--- src/design/shabsh_pkg.sv ---
// Shared types, constants and SHA-256 helper functions for the byte-stream hasher.
// Used by shabsh_ctrl, shabsh_dp and the top level; depends on nothing else.
`default_nettype none

package shabsh_pkg;

  localparam int WordW   = 32;
  localparam int NumWork = 8;
  localparam int NumSch  = 16;

  // Byte source select for the block buffer
  localparam logic [1:0] BSEL_DATA = 2'd0;
  localparam logic [1:0] BSEL_PAD  = 2'd1;
  localparam logic [1:0] BSEL_ZERO = 2'd2;
  localparam logic [1:0] BSEL_LEN  = 2'd3;

  localparam logic [7:0] PAD_BYTE  = 8'h80;
  localparam logic [5:0] LEN_START = 6'd56;
  localparam logic [5:0] FILL_LAST = 6'd63;

  typedef logic [WordW-1:0] word_t;

  typedef struct packed {
    logic       put_byte;
    logic [1:0] byte_sel;
    logic       count_bits;
    logic [2:0] len_idx;
    logic       load_work;
    logic       round;
    logic [5:0] rnd_idx;
    logic       add_hash;
    logic       init_msg;
    logic [2:0] word_idx;
  } shabsh_cmd_t;

  typedef struct packed {
    logic [5:0] fill;
  } shabsh_sts_t;

  function automatic word_t rotr(input word_t v, input int s);
    return (v >> s) | (v << (WordW - s));
  endfunction

  function automatic word_t big_sigma0(input word_t v);
    return rotr(v, 2) ^ rotr(v, 13) ^ rotr(v, 22);
  endfunction

  function automatic word_t big_sigma1(input word_t v);
    return rotr(v, 6) ^ rotr(v, 11) ^ rotr(v, 25);
  endfunction

  function automatic word_t small_sigma0(input word_t v);
    return rotr(v, 7) ^ rotr(v, 18) ^ (v >> 3);
  endfunction

  function automatic word_t small_sigma1(input word_t v);
    return rotr(v, 17) ^ rotr(v, 19) ^ (v >> 10);
  endfunction

  function automatic word_t init_hash(input logic [2:0] idx);
    word_t v;
    case (idx)
      3'd0: v = 32'h6a09e667;
      3'd1: v = 32'hbb67ae85;
      3'd2: v = 32'h3c6ef372;
      3'd3: v = 32'ha54ff53a;
      3'd4: v = 32'h510e527f;
      3'd5: v = 32'h9b05688c;
      3'd6: v = 32'h1f83d9ab;
      3'd7: v = 32'h5be0cd19;
      default: v = '0;
    endcase
    return v;
  endfunction

  function automatic word_t round_k(input logic [5:0] idx);
    word_t v;
    case (idx)
      6'd0:  v = 32'h428a2f98; 6'd1:  v = 32'h71374491;
      6'd2:  v = 32'hb5c0fbcf; 6'd3:  v = 32'he9b5dba5;
      6'd4:  v = 32'h3956c25b; 6'd5:  v = 32'h59f111f1;
      6'd6:  v = 32'h923f82a4; 6'd7:  v = 32'hab1c5ed5;
      6'd8:  v = 32'hd807aa98; 6'd9:  v = 32'h12835b01;
      6'd10: v = 32'h243185be; 6'd11: v = 32'h550c7dc3;
      6'd12: v = 32'h72be5d74; 6'd13: v = 32'h80deb1fe;
      6'd14: v = 32'h9bdc06a7; 6'd15: v = 32'hc19bf174;
      6'd16: v = 32'he49b69c1; 6'd17: v = 32'hefbe4786;
      6'd18: v = 32'h0fc19dc6; 6'd19: v = 32'h240ca1cc;
      6'd20: v = 32'h2de92c6f; 6'd21: v = 32'h4a7484aa;
      6'd22: v = 32'h5cb0a9dc; 6'd23: v = 32'h76f988da;
      6'd24: v = 32'h983e5152; 6'd25: v = 32'ha831c66d;
      6'd26: v = 32'hb00327c8; 6'd27: v = 32'hbf597fc7;
      6'd28: v = 32'hc6e00bf3; 6'd29: v = 32'hd5a79147;
      6'd30: v = 32'h06ca6351; 6'd31: v = 32'h14292967;
      6'd32: v = 32'h27b70a85; 6'd33: v = 32'h2e1b2138;
      6'd34: v = 32'h4d2c6dfc; 6'd35: v = 32'h53380d13;
      6'd36: v = 32'h650a7354; 6'd37: v = 32'h766a0abb;
      6'd38: v = 32'h81c2c92e; 6'd39: v = 32'h92722c85;
      6'd40: v = 32'ha2bfe8a1; 6'd41: v = 32'ha81a664b;
      6'd42: v = 32'hc24b8b70; 6'd43: v = 32'hc76c51a3;
      6'd44: v = 32'hd192e819; 6'd45: v = 32'hd6990624;
      6'd46: v = 32'hf40e3585; 6'd47: v = 32'h106aa070;
      6'd48: v = 32'h19a4c116; 6'd49: v = 32'h1e376c08;
      6'd50: v = 32'h2748774c; 6'd51: v = 32'h34b0bcb5;
      6'd52: v = 32'h391c0cb3; 6'd53: v = 32'h4ed8aa4a;
      6'd54: v = 32'h5b9cca4f; 6'd55: v = 32'h682e6ff3;
      6'd56: v = 32'h748f82ee; 6'd57: v = 32'h78a5636f;
      6'd58: v = 32'h84c87814; 6'd59: v = 32'h8cc70208;
      6'd60: v = 32'h90befffa; 6'd61: v = 32'ha4506ceb;
      6'd62: v = 32'hbef9a3f7; 6'd63: v = 32'hc67178f2;
      default: v = '0;
    endcase
    return v;
  endfunction

endpackage

`default_nettype wire

--- src/design/shabsh_dp.sv ---
// Datapath: byte packer, 16-word schedule window, round unit, chaining words and bit count.
// Driven by shabsh_ctrl through shabsh_cmd_t; depends on shabsh_pkg.
`default_nettype none

module shabsh_dp (
  input  wire                       clk,
  input  wire                       rst_n,
  input  wire [7:0]                 in_byte,
  input  shabsh_pkg::shabsh_cmd_t   cmd,
  output shabsh_pkg::shabsh_sts_t   sts,
  output logic [31:0]               digest_word
);
  import shabsh_pkg::*;

  word_t       chain_r [NumWork];
  word_t       chain_nxt [NumWork];
  word_t       work_r [NumWork];
  word_t       work_nxt [NumWork];
  word_t       win_r [NumSch];
  word_t       win_nxt [NumSch];
  logic [23:0] acc_r, acc_nxt;
  logic [5:0]  fill_r, fill_nxt;
  logic [63:0] bits_r, bits_nxt;

  logic [7:0]  len_byte;
  logic [7:0]  put_val;
  word_t       sched_new;
  word_t       tmp1, tmp2, choose, major;

  // Length bytes go out most significant first
  assign len_byte = 8'(bits_r >> {~cmd.len_idx, 3'b000});

  assign sched_new = small_sigma1(win_r[14]) + win_r[9] + small_sigma0(win_r[1]) + win_r[0];

  assign choose = (work_r[4] & work_r[5]) ^ (~work_r[4] & work_r[6]);
  assign major  = (work_r[0] & work_r[1]) ^ (work_r[0] & work_r[2]) ^ (work_r[1] & work_r[2]);
  assign tmp1   = work_r[7] + big_sigma1(work_r[4]) + choose + round_k(cmd.rnd_idx) + win_r[0];
  assign tmp2   = big_sigma0(work_r[0]) + major;

  always_comb begin
    case (cmd.byte_sel)
      BSEL_DATA: put_val = in_byte;
      BSEL_PAD:  put_val = PAD_BYTE;
      BSEL_ZERO: put_val = 8'h00;
      BSEL_LEN:  put_val = len_byte;
      default:   put_val = 8'h00;
    endcase
  end

  always_comb begin
    chain_nxt = chain_r;
    work_nxt  = work_r;
    win_nxt   = win_r;
    acc_nxt   = acc_r;
    fill_nxt  = fill_r;
    bits_nxt  = bits_r;

    if (cmd.put_byte) begin
      acc_nxt  = {acc_r[15:0], put_val};
      fill_nxt = fill_r + 6'd1;
      // a fourth byte completes a word: push it into the window
      if (fill_r[1:0] == 2'b11) begin
        for (int i = 0; i < NumSch - 1; i++) win_nxt[i] = win_r[i + 1];
        win_nxt[NumSch - 1] = {acc_r, put_val};
      end
    end
    if (cmd.count_bits) bits_nxt = bits_r + 64'd8;

    if (cmd.load_work) work_nxt = chain_r;

    if (cmd.round) begin
      for (int i = 0; i < NumSch - 1; i++) win_nxt[i] = win_r[i + 1];
      win_nxt[NumSch - 1] = sched_new;
      work_nxt[7] = work_r[6];
      work_nxt[6] = work_r[5];
      work_nxt[5] = work_r[4];
      work_nxt[4] = work_r[3] + tmp1;
      work_nxt[3] = work_r[2];
      work_nxt[2] = work_r[1];
      work_nxt[1] = work_r[0];
      work_nxt[0] = tmp1 + tmp2;
    end

    if (cmd.add_hash) begin
      for (int i = 0; i < NumWork; i++) chain_nxt[i] = chain_r[i] + work_r[i];
    end

    if (cmd.init_msg) begin
      for (int i = 0; i < NumWork; i++) chain_nxt[i] = init_hash(3'(i));
      fill_nxt = '0;
      bits_nxt = '0;
    end
  end

  always_ff @(posedge clk) begin
    if (!rst_n) begin
      for (int i = 0; i < NumWork; i++) chain_r[i] <= init_hash(3'(i));
      fill_r <= '0;
      bits_r <= '0;
    end else begin
      chain_r <= chain_nxt;
      fill_r  <= fill_nxt;
      bits_r  <= bits_nxt;
    end
  end

  always_ff @(posedge clk) begin
    work_r <= work_nxt;
    win_r  <= win_nxt;
    acc_r  <= acc_nxt;
  end

  assign sts.fill    = fill_r;
  assign digest_word = chain_r[cmd.word_idx];

  assert property (@(posedge clk) disable iff (!rst_n)
    cmd.put_byte && (fill_r == FILL_LAST) |=> fill_r == 6'd0)
    else $error("block fill did not wrap after the last byte");

  assert property (@(posedge clk) disable iff (!rst_n)
    !(cmd.round && cmd.put_byte))
    else $error("round and byte load collide on the schedule window");

endmodule

`default_nettype wire

--- src/design/shabsh_ctrl.sv ---
// Controller: request handshakes, padding and length sequencing, round count, digest readout.
// Drives shabsh_dp through shabsh_cmd_t; depends on shabsh_pkg.
`default_nettype none

module shabsh_ctrl (
  input  wire                       clk,
  input  wire                       rst_n,
  input  wire                       in_valid,
  output logic                      in_ready,
  input  wire                       byte_present,
  input  wire                       end_of_message,
  output logic                      out_valid,
  input  wire                       out_ready,
  output logic [2:0]                word_number,
  output logic                      last_word,
  input  shabsh_pkg::shabsh_sts_t   sts,
  output shabsh_pkg::shabsh_cmd_t   cmd
);
  import shabsh_pkg::*;

  localparam logic [2:0] S_IDLE = 3'd0;
  localparam logic [2:0] S_PAD  = 3'd1;
  localparam logic [2:0] S_LEN  = 3'd2;
  localparam logic [2:0] S_RND  = 3'd3;
  localparam logic [2:0] S_ADD  = 3'd4;
  localparam logic [2:0] S_OUT  = 3'd5;

  localparam logic [1:0] RES_IDLE = 2'd0;
  localparam logic [1:0] RES_PAD  = 2'd1;
  localparam logic [1:0] RES_OUT  = 2'd2;

  logic [2:0] state_r, state_nxt;
  logic [1:0] resume_r, resume_nxt;
  logic       pad_first_r, pad_first_nxt;
  logic [2:0] len_cnt_r, len_cnt_nxt;
  logic [5:0] rnd_cnt_r, rnd_cnt_nxt;
  logic [2:0] word_cnt_r, word_cnt_nxt;
  logic       block_full;

  assign block_full = (sts.fill == FILL_LAST);

  always_comb begin
    state_nxt     = state_r;
    resume_nxt    = resume_r;
    pad_first_nxt = pad_first_r;
    len_cnt_nxt   = len_cnt_r;
    rnd_cnt_nxt   = rnd_cnt_r;
    word_cnt_nxt  = word_cnt_r;
    in_ready      = 1'b0;
    out_valid     = 1'b0;

    cmd            = '0;
    cmd.len_idx    = len_cnt_r;
    cmd.rnd_idx    = rnd_cnt_r;
    cmd.word_idx   = word_cnt_r;

    case (state_r)
      S_IDLE: begin
        in_ready = 1'b1;
        if (in_valid) begin
          cmd.put_byte   = byte_present;
          cmd.byte_sel   = BSEL_DATA;
          cmd.count_bits = byte_present;
          pad_first_nxt  = end_of_message;
          if (byte_present && block_full) begin
            cmd.load_work = 1'b1;
            rnd_cnt_nxt   = '0;
            resume_nxt    = end_of_message ? RES_PAD : RES_IDLE;
            state_nxt     = S_RND;
          end else if (end_of_message) begin
            state_nxt = S_PAD;
          end
        end
      end
      S_PAD: begin
        if (!pad_first_r && (sts.fill == LEN_START)) begin
          len_cnt_nxt = '0;
          state_nxt   = S_LEN;
        end else begin
          cmd.put_byte  = 1'b1;
          cmd.byte_sel  = pad_first_r ? BSEL_PAD : BSEL_ZERO;
          pad_first_nxt = 1'b0;
          if (block_full) begin
            cmd.load_work = 1'b1;
            rnd_cnt_nxt   = '0;
            resume_nxt    = RES_PAD;
            state_nxt     = S_RND;
          end
        end
      end
      S_LEN: begin
        cmd.put_byte = 1'b1;
        cmd.byte_sel = BSEL_LEN;
        len_cnt_nxt  = len_cnt_r + 3'd1;
        if (len_cnt_r == 3'd7) begin
          cmd.load_work = 1'b1;
          rnd_cnt_nxt   = '0;
          resume_nxt    = RES_OUT;
          state_nxt     = S_RND;
        end
      end
      S_RND: begin
        cmd.round   = 1'b1;
        rnd_cnt_nxt = rnd_cnt_r + 6'd1;
        if (rnd_cnt_r == 6'd63) state_nxt = S_ADD;
      end
      S_ADD: begin
        cmd.add_hash = 1'b1;
        word_cnt_nxt = '0;
        case (resume_r)
          RES_PAD: state_nxt = S_PAD;
          RES_OUT: state_nxt = S_OUT;
          default: state_nxt = S_IDLE;
        endcase
      end
      S_OUT: begin
        out_valid = 1'b1;
        if (out_ready) begin
          word_cnt_nxt = word_cnt_r + 3'd1;
          if (word_cnt_r == 3'd7) begin
            // restart from the initial hash for the next message
            cmd.init_msg = 1'b1;
            state_nxt    = S_IDLE;
          end
        end
      end
      default: state_nxt = S_IDLE;
    endcase
  end

  assign word_number = word_cnt_r;
  assign last_word   = (word_cnt_r == 3'd7);

  always_ff @(posedge clk) begin
    if (!rst_n) begin
      state_r     <= S_IDLE;
      resume_r    <= RES_IDLE;
      pad_first_r <= 1'b0;
      len_cnt_r   <= '0;
      rnd_cnt_r   <= '0;
      word_cnt_r  <= '0;
    end else begin
      state_r     <= state_nxt;
      resume_r    <= resume_nxt;
      pad_first_r <= pad_first_nxt;
      len_cnt_r   <= len_cnt_nxt;
      rnd_cnt_r   <= rnd_cnt_nxt;
      word_cnt_r  <= word_cnt_nxt;
    end
  end

  assert property (@(posedge clk) disable iff (!rst_n)
    !(in_ready && out_valid))
    else $error("input and output requests open at once");

  assert property (@(posedge clk) disable iff (!rst_n)
    (state_r == S_RND) && (rnd_cnt_r == 6'd63) |=> state_r == S_ADD)
    else $error("round 63 not followed by hash update");

  assert property (@(posedge clk) disable iff (!rst_n)
    (state_r == S_LEN) && (len_cnt_r == 3'd7) |-> block_full)
    else $error("length field does not end the block");

  assert property (@(posedge clk) disable iff (!rst_n)
    cmd.load_work |-> cmd.put_byte && block_full)
    else $error("compression started on a partial block");

endmodule

`default_nettype wire

--- src/design/sha256_byte_stream_hasher_unit.sv ---
// SHA-256 byte-stream hasher: up to one message byte per request, eight digest words per message.
// A byte that fills a block starts a compression (64 rounds, then the hash add); in_ready is low until it ends.
// End of message: pad bytes, the eight length bytes, one or two compressions, then the 8 digest words.
// Throughput: one byte per cycle while in_ready is high; with one round unit, each 64-byte block holds input off.
// Reset (synchronous, rst_n low): idle, chaining words at the initial hash, count and fill clear.
// Built from shabsh_ctrl and shabsh_dp; depends on shabsh_pkg.
`default_nettype none

module sha256_byte_stream_hasher_unit (
  input  wire         clk,
  input  wire         rst_n,
  input  wire         in_valid,
  output logic        in_ready,
  input  wire  [7:0]  in_data_byte,
  input  wire         in_byte_present,
  input  wire         in_end_of_message,
  output logic        out_valid,
  input  wire         out_ready,
  output logic [31:0] out_digest_word,
  output logic [2:0]  out_word_number,
  output logic        out_last_word
);
  import shabsh_pkg::*;

  shabsh_cmd_t cmd;
  shabsh_sts_t sts;

  shabsh_ctrl u_ctrl (
    .clk            (clk),
    .rst_n          (rst_n),
    .in_valid       (in_valid),
    .in_ready       (in_ready),
    .byte_present   (in_byte_present),
    .end_of_message (in_end_of_message),
    .out_valid      (out_valid),
    .out_ready      (out_ready),
    .word_number    (out_word_number),
    .last_word      (out_last_word),
    .sts            (sts),
    .cmd            (cmd)
  );

  shabsh_dp u_dp (
    .clk         (clk),
    .rst_n       (rst_n),
    .in_byte     (in_data_byte),
    .cmd         (cmd),
    .sts         (sts),
    .digest_word (out_digest_word)
  );

endmodule

`default_nettype wire
--- config.mk ---
export PLATFORM = sky130hd
export DESIGN_NAME = sha256_byte_stream_hasher_unit
export DESIGN_NICKNAME = d
export VERILOG_FILES = /design/src/design/shabsh_pkg.sv /design/src/design/shabsh_dp.sv /design/src/design/shabsh_ctrl.sv /design/src/design/sha256_byte_stream_hasher_unit.sv
export SDC_FILE = /design/constraint.sdc
export NUM_CORES = 2
export LEC_CHECK = 0
export BUFFER_PORTS_ARGS = -buffer_cell sky130_fd_sc_hd__buf_4
export CAP_MARGIN = 10
export CORE_MARGIN = 8
export CORE_UTILIZATION = 40
export CTS_BUF_LIST = sky130_fd_sc_hd__clkbuf_2 sky130_fd_sc_hd__clkbuf_4 sky130_fd_sc_hd__clkbuf_8
export DETAILED_ROUTE_END_ITERATION = 8
export MAX_ROUTING_LAYER = met4
export SYNTH_ARGS = -nofsm -noshare
export SYNTH_HDL_FRONTEND = slang
export SYNTH_SLANG_ARGS = --single-unit
--- constraint.sdc ---
create_clock -name clk -period 17.3 [get_ports clk]
set_input_delay 1.73 -clock clk [delete_from_list [all_inputs] [get_ports clk]]
set_output_delay 1.73 -clock clk [all_outputs]
set_load 0.005 [all_outputs]
==> metrics <==
RSZ-0062 raised after global routing false; # rows 154; dpl hpwl 166000 um; Worst Max-Slew Pin Slew 1.25 ns; Clock transition at path regs 0.07 ns; number of synthesized flops with an enable pin 792; synthesized flop and latch total 1165; Max VDD drop 132 uV; post-synthesis sequential area ratio 44.4%; drt first pass iters 6; WHS Path Cells 0; Placed Cells 9041; vias in the first global route 51.0k; post-synth top area cell edfxtp_1; total track usage 23.7%; vias per cell 5.64; Synth Net Count 7521; critical path required time 17.95 ns; Max H-tree Level 4; Via Count 53.1k; post-synthesis cell count 6915; Tightest Hold Check Type reg2reg; Max Transition Viols Final 0; maximum clock rate 115 MHz; kind of critical path reg2reg; Post-synth top cells nand2_1, edfxtp_1, a21oi_1; global-route wire length before repair 335000 um; Die Wd 436 um; ANT nets after route 0; internal power 6.15 mW; power after layout 9.70 mW; P&R area growth vs syn 10.2%; Avg Cell Area, Syn 10.2 um2; switching power total 3.56 mW; setup bufs post-CTS 0; P_leak 29.4 nW; Post-Route WL 227000 um; number of I/O pins 52; sw frac 36.6%; Buffers on Ports 51; fin crit share 50.3%; YS warnings 0; Die ar. 190000 um2; # DRC 0; remaining global-route overflow 0; initial drt markers 5225; Chip Height 436 um; asr flop ratio synth 0%; PostCTS Resize Cnt 0; wire length per cell 24.1 um; Relative slew margins 14.5%; post-synthesis compound-gate area fraction 14.6%; layout cells sized above 1 9.60%; synth top area cells edfxtp_1, dfxtp_1, ha_1; Starting Density 40.1%; Gate power share 37.9%; CP max stage cell edfxtp_1; slowest stage delay, CP 0.61 ns; Clock Power Share 28.9%; Clock Latency Late Sink 1.03 ns; Synth Flop Type edfxtp_1; CTS tree built; reg2reg path depth 28; top cell type's share of synthesized area 33.8%; critical path arrival 9.36 ns; largest net degree at the start of global routing 192; # setup viols final 0; routability cong. 0.987; Longest Clk Path Bufs 3; Clock Sinks 1165; CP max FO 6; multiplexer share of the synthesized area 3.84%; initial antenna violation count 7; Post-Synth XOR/XNOR Area 7.68%; crit path time final 8.71 ns; CTS hold repair buffers 0; final core utilization 44.2%; post-synthesis cell type count 104; clock skew 0.0952 ns; final instance area 77600 um2; Num CTS Buffers 206; outcome completed; post-synthesis adder-cell area fraction 12.9%; NumNets Final 7515; Worst setup EP type flip-flop; Hold Fails Final Rpt 0; PwrDens 125 nW/um2; sequential power share 33.2%; root buf cell clkbuf_8; combinational family with the most area after synthesis compound AO/OA/AOI/OAI gates; core area 176000 um2; fillers 16.6k; most numerous cell in the Yosys netlist nand2_1; CP most frequent cell o21ai_0; synthesized cell area 70400 um2; Post-Layout Cell Count 9426; Setup TNS 0 ns; simple-gate share of the synthesized area 13.2%; Max-Cap Viols 0; dpl cell area 73000 um2; CP Launch Type flip-flop
-- sequential cells by signal (all words and copies together), names as in the netlist, named ones only --
register            count
u_dp.win_r            512
u_ctrl.pad_first_r      1
u_ctrl.rnd_cnt_r        6
u_dp.chain_r          256
u_dp.bits_r            61
u_ctrl.resume_r         2
u_dp.acc_r             24
u_dp.sts                6
u_dp.work_r           256
u_ctrl.len_cnt_r        3
u_ctrl.word_number      3
u_ctrl.state_r          3
-- worst max-delay path: cells and delay by family, from the launching register on --
kind | cells | cell delay [ns]
mux | 1 | 0.21
xor+xnor | 3 | 0.94
compound gates | 13 | 3.52
flops | 1 | 0.61
fa+ha+maj | 6 | 2.65
simple gates | 2 | 0.19
buf+inv | 3 | 0.20
-- layout make-up --
cell class / instances / area (um2) / area share (%)
Antenna cell: 3 / 7.51 / 0.00968
Clock buffer: 306 / 3720 / 4.79
Clock inverter: 76 / 828 / 1.07
Inverter: 279 / 1050 / 1.35
Multi-Input combinational cell: 5139 / 36900 / 47.5
Sequential cell: 1165 / 31300 / 40.3
Tap cell: 2340 / 2930 / 3.77
Timing Repair Buffer: 118 / 936 / 1.21
-- cell families (layout without fill, tap and decap cells) --
logic type               after synthesis  in the layout
flip-flops                          1165           1165
adder cells (fa/ha/maj)              614            614
other                                  0              3
XOR/XNOR                             617            617
buffers and inverters                611            779
AND/OR/NAND/NOR                     2114           2114
multiplexers                         167            167
AO/OA/AOI/OAI                       1627           1627
-- metal layers --
| metal | vias up | GRT usage [%] | wire length (um) | share of wire [%] |
|---|---|---|---|---|
| li1 | 24700 | - | - | - |
| met1 | 26200 | 32.4 | 102000 | 45 |
| met2 | 1872 | 35.3 | 100000 | 44 |
| met3 | 374 | 3.96 | 14800 | 6.5 |
| met4 | 0 | 9.11 | 9650 | 4.3 |
| met5 | - | - | 0 | 0 |
-- per-stage QoR --
| stage | worst slack (ns) | hold WS [ns] |
|---|---|---|
| global route | 8.20 | 0.402 |
| detailed placement | 8.99 | 0.405 |
| CTS | 8.86 | 0.383 |
| global placement | 8.95 | 0.400 |
| finish | 8.59 | 0.387 |
| floorplan | 2.01 | 0.400 |
-- power groups by stage --
stage	clock, mW	sequential [mW]	combinational [mW]
2_1_floorplan	0	3.27	2.73
3_3_place_gp	0	3.28	3.57
3_5_place_dp	0	3.28	3.60
4_1_cts	2.88	3.22	3.64
5_1_grt	2.99	3.23	4.08
6_report	2.80	3.23	3.67
-- path summary, 6_finish.rpt --
check / from / endpoint / slack (ns)
max: u_dp.work_r[123]$_DFFE_PP_ / u_dp.work_r[254]$_DFFE_PP_ / 8.59
min: u_dp.win_r[30]$_DFFE_PP_ / u_dp.win_r[62]$_DFFE_PP_ / 0.39
max reg2reg: u_dp.work_r[123]$_DFFE_PP_ / u_dp.work_r[254]$_DFFE_PP_ / 8.59
min reg2reg: u_dp.win_r[30]$_DFFE_PP_ / u_dp.win_r[62]$_DFFE_PP_ / 0.39
-- placed cells by master (no fill, tap or decap), drive strengths merged, types with 203 or more instances in the layout --
master | Yosys | layout
nand2 | 1177 | 1177
edfxtp | 792 | 792
a21oi | 487 | 487
xnor2 | 414 | 414
o21ai | 400 | 400
ha | 397 | 397
dfxtp | 373 | 373
nor2 | 364 | 364
clkbuf | 274 | 306
inv | 279 | 287
xor2 | 203 | 203
Power figures use the tool's default switching activity.
